[src/rtl/core/acir_pkg.sv]
// Shared types, constants and the command packing function of the IR frame encoder.
`default_nettype none

package acir_pkg;

    localparam int unsigned CODE_BITS = 34;

    localparam logic [4:0] TEMP_OFFSET = 5'd15;
    localparam logic [1:0] LEAD_LAST   = 2'd2;   // lead mark and lead space are 3 units each
    localparam logic [1:0] CLOSE_LAST  = 2'd3;   // closing mark is 4 units
    localparam logic [1:0] COPY_LAST   = 2'd2;   // the frame is sent 3 times
    localparam logic [5:0] BIT_MSB     = 6'(CODE_BITS - 1);

    localparam logic REQ_TICK = 1'b0;
    localparam logic REQ_SEND = 1'b1;

    typedef enum logic [4:0] {
        SEG_IDLE       = 5'b00001,
        SEG_LEAD_MARK  = 5'b00010,
        SEG_LEAD_SPACE = 5'b00100,
        SEG_DATA       = 5'b01000,
        SEG_CLOSE      = 5'b10000
    } t_seg;

    typedef struct packed {
        logic       req_type;
        logic       power_toggle;
        logic [2:0] op_mode;
        logic [1:0] fan_speed;
        logic [4:0] temp_celsius;
        logic       swing_on;
        logic       sleep_on;
        logic       ifeel_on;
    } t_req;

    typedef struct packed {
        logic ir_level;
        logic busy_res;
        logic frame_last;
    } t_res;

    function automatic logic [CODE_BITS-1:0] pack_code(input t_req req);
        logic [CODE_BITS-1:0] code;
        code        = '0;
        code[33]    = req.power_toggle;
        code[32:30] = req.op_mode;
        code[29:28] = req.fan_speed;
        code[25]    = req.swing_on;
        code[24]    = req.ifeel_on;
        code[23:19] = req.temp_celsius - TEMP_OFFSET;
        code[18]    = req.sleep_on;
        code[1]     = 1'b1;
        return code;
    endfunction

endpackage

`default_nettype wire

[src/rtl/core/acir_if.sv]
// Valid/ready channel interfaces for the request and result transactions.
`default_nettype none

interface acir_req_if;
    logic          valid;
    logic          ready;
    acir_pkg::t_req data;

    modport source (output valid, output data, input ready);
    modport sink   (input valid, input data, output ready);
endinterface

interface acir_res_if;
    logic          valid;
    logic          ready;
    acir_pkg::t_res data;

    modport source (output valid, output data, input ready);
    modport sink   (input valid, input data, output ready);
endinterface

`default_nettype wire

[src/rtl/core/ac_ir_manchester_frame_encoder_top.sv]
// Top level of the air-conditioner IR frame encoder: command packing and envelope sequencer.
`default_nettype none

// The block accepts one request transaction per clock. A send request packs the
// command into a 34-bit code and arms the sequencer when it is idle; it is dropped
// while a frame is in flight and never produces a result. Each tick request stands
// for one 1 ms unit and produces exactly one result transaction carrying the IR
// envelope level for that unit, a busy flag and a flag on the very last unit.
// The transmission is three copies of: 3 units mark, 3 units space, 34 Manchester
// bits MSB first (0 = mark then space, 1 = space then mark), followed by a single
// 4-unit closing mark, 226 ticks in all. Throughput is one transaction per clock;
// a request passes through the input register and then the result register, and
// the sequencer state is updated between the two in a single pass.
// The result register lets a new request enter while an earlier result still
// waits for the sink; only a full result register with the sink stalled holds the
// pipeline. Carrier modulation is not part of this block.
module ac_ir_manchester_frame_encoder_top (
    input  wire        i_clk,
    input  wire        i_rst_n,
    acir_req_if.sink   i_req,
    acir_res_if.source o_res
);

    // Input register.
    logic           r_in_valid;
    acir_pkg::t_req r_in_data;

    // Result register.
    logic           r_out_valid;
    logic           n_out_valid;
    acir_pkg::t_res r_out_data;
    acir_pkg::t_res n_out_data;

    // Sequencer state.
    acir_pkg::t_seg                   r_seg,        n_seg;
    logic [acir_pkg::CODE_BITS-1:0]   r_code_word,  n_code_word;
    logic [1:0]                       r_unit_count, n_unit_count;
    logic [5:0]                       r_bit_index,  n_bit_index;
    logic                             r_half_bit,   n_half_bit;
    logic [1:0]                       r_repeat,     n_repeat;

    // The stage advances whenever the result register is free or being drained.
    logic w_adv;
    logic w_proc;
    logic w_bit;

    assign w_adv       = !r_out_valid || o_res.ready;
    assign w_proc      = r_in_valid && w_adv;
    assign i_req.ready = !r_in_valid || w_adv;
    assign o_res.valid = r_out_valid;
    assign o_res.data  = r_out_data;

    assign w_bit = r_code_word[r_bit_index];

    always_comb begin
        n_seg        = r_seg;
        n_code_word  = r_code_word;
        n_unit_count = r_unit_count;
        n_bit_index  = r_bit_index;
        n_half_bit   = r_half_bit;
        n_repeat     = r_repeat;
        n_out_valid  = w_adv ? 1'b0 : r_out_valid;
        n_out_data   = r_out_data;

        if (w_proc) begin
            if (r_in_data.req_type == acir_pkg::REQ_SEND) begin
                // A send request only arms an idle sequencer.
                if (r_seg == acir_pkg::SEG_IDLE) begin
                    n_code_word  = acir_pkg::pack_code(r_in_data);
                    n_seg        = acir_pkg::SEG_LEAD_MARK;
                    n_unit_count = 2'd0;
                    n_bit_index  = 6'd0;
                    n_half_bit   = 1'b0;
                    n_repeat     = 2'd0;
                end
            end else begin
                n_out_valid           = 1'b1;
                n_out_data.ir_level   = 1'b0;
                n_out_data.busy_res   = 1'b1;
                n_out_data.frame_last = 1'b0;
                case (r_seg)
                    acir_pkg::SEG_LEAD_MARK: begin
                        n_out_data.ir_level = 1'b1;
                        if (r_unit_count >= acir_pkg::LEAD_LAST) begin
                            n_seg        = acir_pkg::SEG_LEAD_SPACE;
                            n_unit_count = 2'd0;
                        end else begin
                            n_unit_count = r_unit_count + 2'd1;
                        end
                    end
                    acir_pkg::SEG_LEAD_SPACE: begin
                        if (r_unit_count >= acir_pkg::LEAD_LAST) begin
                            n_seg        = acir_pkg::SEG_DATA;
                            n_unit_count = 2'd0;
                            n_bit_index  = acir_pkg::BIT_MSB;
                            n_half_bit   = 1'b0;
                        end else begin
                            n_unit_count = r_unit_count + 2'd1;
                        end
                    end
                    acir_pkg::SEG_DATA: begin
                        // First half carries the inverted bit, second half the bit.
                        n_out_data.ir_level = r_half_bit ? w_bit : !w_bit;
                        if (!r_half_bit) begin
                            n_half_bit = 1'b1;
                        end else begin
                            n_half_bit = 1'b0;
                            if (r_bit_index == 6'd0) begin
                                n_unit_count = 2'd0;
                                if (r_repeat >= acir_pkg::COPY_LAST) begin
                                    n_seg = acir_pkg::SEG_CLOSE;
                                end else begin
                                    n_repeat = r_repeat + 2'd1;
                                    n_seg    = acir_pkg::SEG_LEAD_MARK;
                                end
                            end else begin
                                n_bit_index = r_bit_index - 6'd1;
                            end
                        end
                    end
                    acir_pkg::SEG_CLOSE: begin
                        n_out_data.ir_level = 1'b1;
                        if (r_unit_count >= acir_pkg::CLOSE_LAST) begin
                            n_out_data.frame_last = 1'b1;
                            n_seg                 = acir_pkg::SEG_IDLE;
                            n_unit_count          = 2'd0;
                            n_repeat              = 2'd0;
                        end else begin
                            n_unit_count = r_unit_count + 2'd1;
                        end
                    end
                    default: begin
                        // Idle tick: quiet line, not busy.
                        n_seg               = acir_pkg::SEG_IDLE;
                        n_out_data.busy_res = 1'b0;
                    end
                endcase
            end
        end
    end

    always_ff @(posedge i_clk) begin
        if (!i_rst_n) begin
            r_in_valid   <= 1'b0;
            r_out_valid  <= 1'b0;
            r_seg        <= acir_pkg::SEG_IDLE;
            r_code_word  <= '0;
            r_unit_count <= 2'd0;
            r_bit_index  <= 6'd0;
            r_half_bit   <= 1'b0;
            r_repeat     <= 2'd0;
        end else begin
            if (i_req.ready) begin
                r_in_valid <= i_req.valid;
            end
            r_out_valid  <= n_out_valid;
            r_seg        <= n_seg;
            r_code_word  <= n_code_word;
            r_unit_count <= n_unit_count;
            r_bit_index  <= n_bit_index;
            r_half_bit   <= n_half_bit;
            r_repeat     <= n_repeat;
        end
    end

    always_ff @(posedge i_clk) begin
        if (i_req.ready && i_req.valid) begin
            r_in_data <= i_req.data;
        end
        r_out_data <= n_out_data;
    end

`ifndef SYNTH
    // The closing flag only ever rides on a busy mark unit.
    a_last_is_mark: assert property (@(posedge i_clk) disable iff (!i_rst_n)
        (r_out_valid && r_out_data.frame_last) |-> (r_out_data.ir_level && r_out_data.busy_res))
        else $error("frame_last on a unit that is not a busy mark");

    // An idle unit never drives the line.
    a_idle_quiet: assert property (@(posedge i_clk) disable iff (!i_rst_n)
        (r_out_valid && !r_out_data.busy_res) |-> !r_out_data.ir_level)
        else $error("mark emitted while not busy");

    // The bit pointer never leaves the code word.
    a_bit_range: assert property (@(posedge i_clk) disable iff (!i_rst_n)
        r_bit_index <= acir_pkg::BIT_MSB)
        else $error("bit index beyond code word");

    // The copy counter stops at the last copy and is cleared back in idle.
    a_repeat_range: assert property (@(posedge i_clk) disable iff (!i_rst_n)
        (r_repeat <= acir_pkg::COPY_LAST) &&
        ((r_seg != acir_pkg::SEG_IDLE) || (r_repeat == 2'd0 && r_unit_count == 2'd0)))
        else $error("copy or unit counter inconsistent");

    // Leaving the closing mark always comes with the last-unit flag.
    a_close_exit: assert property (@(posedge i_clk) disable iff (!i_rst_n)
        ($past(r_seg) == acir_pkg::SEG_CLOSE && r_seg == acir_pkg::SEG_IDLE) |->
        (r_out_valid && r_out_data.frame_last))
        else $error("closing mark ended without frame_last");
`endif

endmodule

`default_nettype wire
[src/flat_wrapper.sv]
// flat-port wrapper written by rule: the top's interface ports become plain ports
module ac_ir_manchester_frame_encoder_top_flat 
  (i_clk, i_rst_n, i_req_valid, i_req_data, i_req_ready, o_res_valid, o_res_data, o_res_ready);
  acir_req_if i_req_i ();
  acir_res_if o_res_i ();
  input  wire i_clk;
  input  wire i_rst_n;
  input wire logic [$bits(i_req_i.valid)-1:0] i_req_valid;
  input wire logic [$bits(i_req_i.data)-1:0] i_req_data;
  output wire logic [$bits(i_req_i.ready)-1:0] i_req_ready;
  output wire logic [$bits(o_res_i.valid)-1:0] o_res_valid;
  output wire logic [$bits(o_res_i.data)-1:0] o_res_data;
  input wire logic [$bits(o_res_i.ready)-1:0] o_res_ready;
  assign i_req_i.valid = i_req_valid;
  assign i_req_i.data = i_req_data;
  assign i_req_ready = i_req_i.ready;
  assign o_res_valid = o_res_i.valid;
  assign o_res_data = o_res_i.data;
  assign o_res_i.ready = o_res_ready;
  ac_ir_manchester_frame_encoder_top u_core (.i_clk(i_clk), .i_rst_n(i_rst_n), .i_req(i_req_i), .o_res(o_res_i));
endmodule
[config.mk]
export PLATFORM = sky130hd
export DESIGN_NAME = ac_ir_manchester_frame_encoder_top_flat
export DESIGN_NICKNAME = d
export VERILOG_FILES = /design/src/rtl/core/acir_pkg.sv /design/src/rtl/core/acir_if.sv /design/src/rtl/core/ac_ir_manchester_frame_encoder_top.sv /design/src/flat_wrapper.sv
export SDC_FILE = /design/constraint.sdc
export NUM_CORES = 1
export LEC_CHECK = 0
export ABC_CLOCK_PERIOD_IN_PS = 2230
export BUFFER_PORTS_ARGS = -buffer_cell sky130_fd_sc_hd__buf_2
export CORE_ASPECT_RATIO = 0.7
export CORE_UTILIZATION = 53
export DETAILED_ROUTE_END_ITERATION = 8
export GPL_TIMING_DRIVEN = 0
export HOLD_SLACK_MARGIN = 0.03
export PLACE_DENSITY = 0.75
export SYNTH_ARGS = -nofsm -noshare
export SYNTH_HDL_FRONTEND = slang
export SYNTH_SLANG_ARGS = --single-unit
[constraint.sdc]
create_clock -name i_clk -period 2.23 [get_ports i_clk]
set_input_delay 0.446 -clock i_clk [delete_from_list [all_inputs] [get_ports i_clk]]
set_output_delay 0.446 -clock i_clk [all_outputs]
set_load 0.05 [all_outputs]
==> metrics.txt <==
status finished clean; Hold Path Depth 1; CP Class register to register; Synth Instances 276; Worst Tran Pin Value 639 ps; # placed instances 354; CP startpoint u_core.r_bit_index[0]; R2R cell count 10; cts bufs inserted 5; Die Area 0.00509 mm^2; Max clock buf depth 2; Port Buffers 23; Place WS -360 ps; worst skew pair latency 310 ps; r2r setup slk 100 ps; Leak 1.05 nW; CTS clk-pin slew, worst paths 100 ps; Post-synth EDFFs 18; initial antenna violation count 0; vias per inst 6.02; Initial Util 56.9%; IO Pins 24; hold path start i_req_data[13]; TritonRoute pass-1 iters 5; DR vias 2,197; num rows 20; CP max FO 10; Overall Global Routing Usage 23.4%; core region area 0.00448 mm^2; # DRC 0; share of cells above drive strength 1 19.7%; DP HPWL 3880 um; Peak Freq 470 MHz; skew final 4.43 ps; Critical Path Sink Type register; min setup slack post-route 102 ps; final hold viol count 0; Worst EP required 2440 ps; Worst EP arrival 2330 ps; total routed wirelength 5570 um; Post-Syn Area per Cell 9.23 um^2; CTS tree yes; CTS HTree Levels 2; post-route insts no fill 365; Slew Limit Fails 0; Reg-to-Reg Start u_core.r_bit_index[0]; Hold Path Class input port to register; Finished Cell Area 0.00296 mm^2; Netlist cell types 49; GRT overflow 0; part of the cycle the worst path needs 95.4%; final setup vio count 0; Max-Cap Viols 0; Slew HR 57.1%; diode count 0; Die Wd 84.9 um; area post-placement 0.00273 mm^2; antenna viol nets, final 0; syn_nets 303; first-pass GRT wire length 9050 um; root buf cell clkbuf_8; top_reg_cell synth dfxtp_1; Area Overhead vs Synth 16.2%; commonest non-fill, non-tap cells in the layout nand2_1, dfxtp_1, a21oi_1, buf_2, nor2_1; Die Ht 60.0 um; vias in the first global route 1,856; final design utilization 66.1%; VDD IR max 0.502 mV; largest net degree at the start of global routing 17; min cycle time layout 2130 ps; net count reported at finish 336; clk sink count 51; sequential share of the synthesized area 47.2%; Initial DRC Count 310; Synth Cell Area 0.00255 mm^2; pwr/cell area 640 mW/mm^2; ys async rst share 0%; Worst Setup Start Kind register; synthesized flop and latch total 51; commonest non-fill, non-tap cell in the layout nand2_1; GP Congestion 0.926; reg2reg end u_core.r_repeat[0]; DR WL/cell 15.3 um; synth warn 0; hold endpoint u_core.r_in_data[13]
-- worst max-delay path by stage --
stage	end	slack (ps)	cells past startpoint
after global placement	u_core.r_seg[4]	-360	8
after detailed placement	u_core.r_seg[4]	-360	8
after floorplan	u_core.r_bit_index[4]	40	9
after global routing	u_core.r_seg[4]	-3	8
final	u_core.r_repeat[0]	100	10
after CTS	u_core.r_bit_index[2]	20	8
-- critical path, stage by stage, from the launching register on --
cell and delay (ps):
dfxtp_2 330, clkbuf_8 160, inv_2 60, ha_1 140, nor4b_4 250, a211oi_2 160
o41a_1 380, buf_4 160, buf_4 130, o21ai_0 160, a21oi_1 80
-- Yosys cell counts (6+ instances only) --
master     n  area, um^2
nor2_1    21        78.8
a21oi_1   29         145
clkbuf_1  10        37.5
o21ai_0   12        60.1
inv_1     10        37.5
mux2i_1    6        60.1
nand2_1   34         128
or4_1      6        45.0
nand3b_1   6        45.0
dfxtp_1   33         661
nand3_1    8        40.0
edfxtp_1  18         541
ha_1       8         100
a211oi_1   6        45.0
-- logic make-up after synthesis --
logic type,count (synthesis),synth area share (%)
simple gates,107,22.1
compound gates,71,17.6
flops,51,47.2
buf+inv,27,4.22
fa+ha+maj,8,3.93
mux,7,3.24
xor+xnor,5,1.72
-- what timing repair did --
item                       CTS  global route
hold buffers                 0             0
resized for setup           10            13
setup endpoints to repair   23            25
pin swaps                    4             3
setup buffers                4             1
-- metal layers --
metal / vias to the layer above / part of all wire (%) / GRT usage [%]
met5: - / 0 / 0
met4: 0 / 1.6 / 6.30
met3: 14 / 6.8 / 5.80
met2: 83 / 41 / 33.0
met1: 1027 / 51 / 35.5
li1: 1073 / - / -
-- flip-flops by register name, indices dropped and copies added, names as in the netlist --
signal and cells:
u_core.o_res.data 3, u_core.r_half_bit 1, u_core.r_bit_index 6, u_core.r_code_word 15, u_core.r_in_valid 1, u_core.r_in_data 15, u_core.r_unit_count 2, u_core.r_seg 5
u_core.o_res.valid 1, u_core.r_repeat 2
-- cell type report --
type,instances,area [um^2]
Timing Repair Buffer,28,153
Multi-Input combinational cell,198,1310
Fill cell,357,1520
Sequential cell,51,1200
Buffer,14,71.3
Tap cell,55,68.8
Clock inverter,3,43.8
Clock buffer,5,68.8
Inverter,11,41.3
-- through the flow --
stage	hold slack (ps)	TNS, ps	total power, mW
2_1_floorplan	429	0	1.17
3_3_place_gp	443	-2620	1.23
3_5_place_dp	453	-2660	1.23
4_1_cts	296	0	1.89
5_1_grt	290	-2.88	1.95
6_report	304	0	1.89
-- power by group --
part / internal (mW) / leakage (nW) / total (mW) / switching (mW)
Clock: 0.335 / 0.0581 / 0.659 / 0.325
Sequential: 1.00 / 0.447 / 1.03 / 0.0282
Combinational: 0.0852 / 0.546 / 0.204 / 0.119
Power figures use the tool's default switching activity.
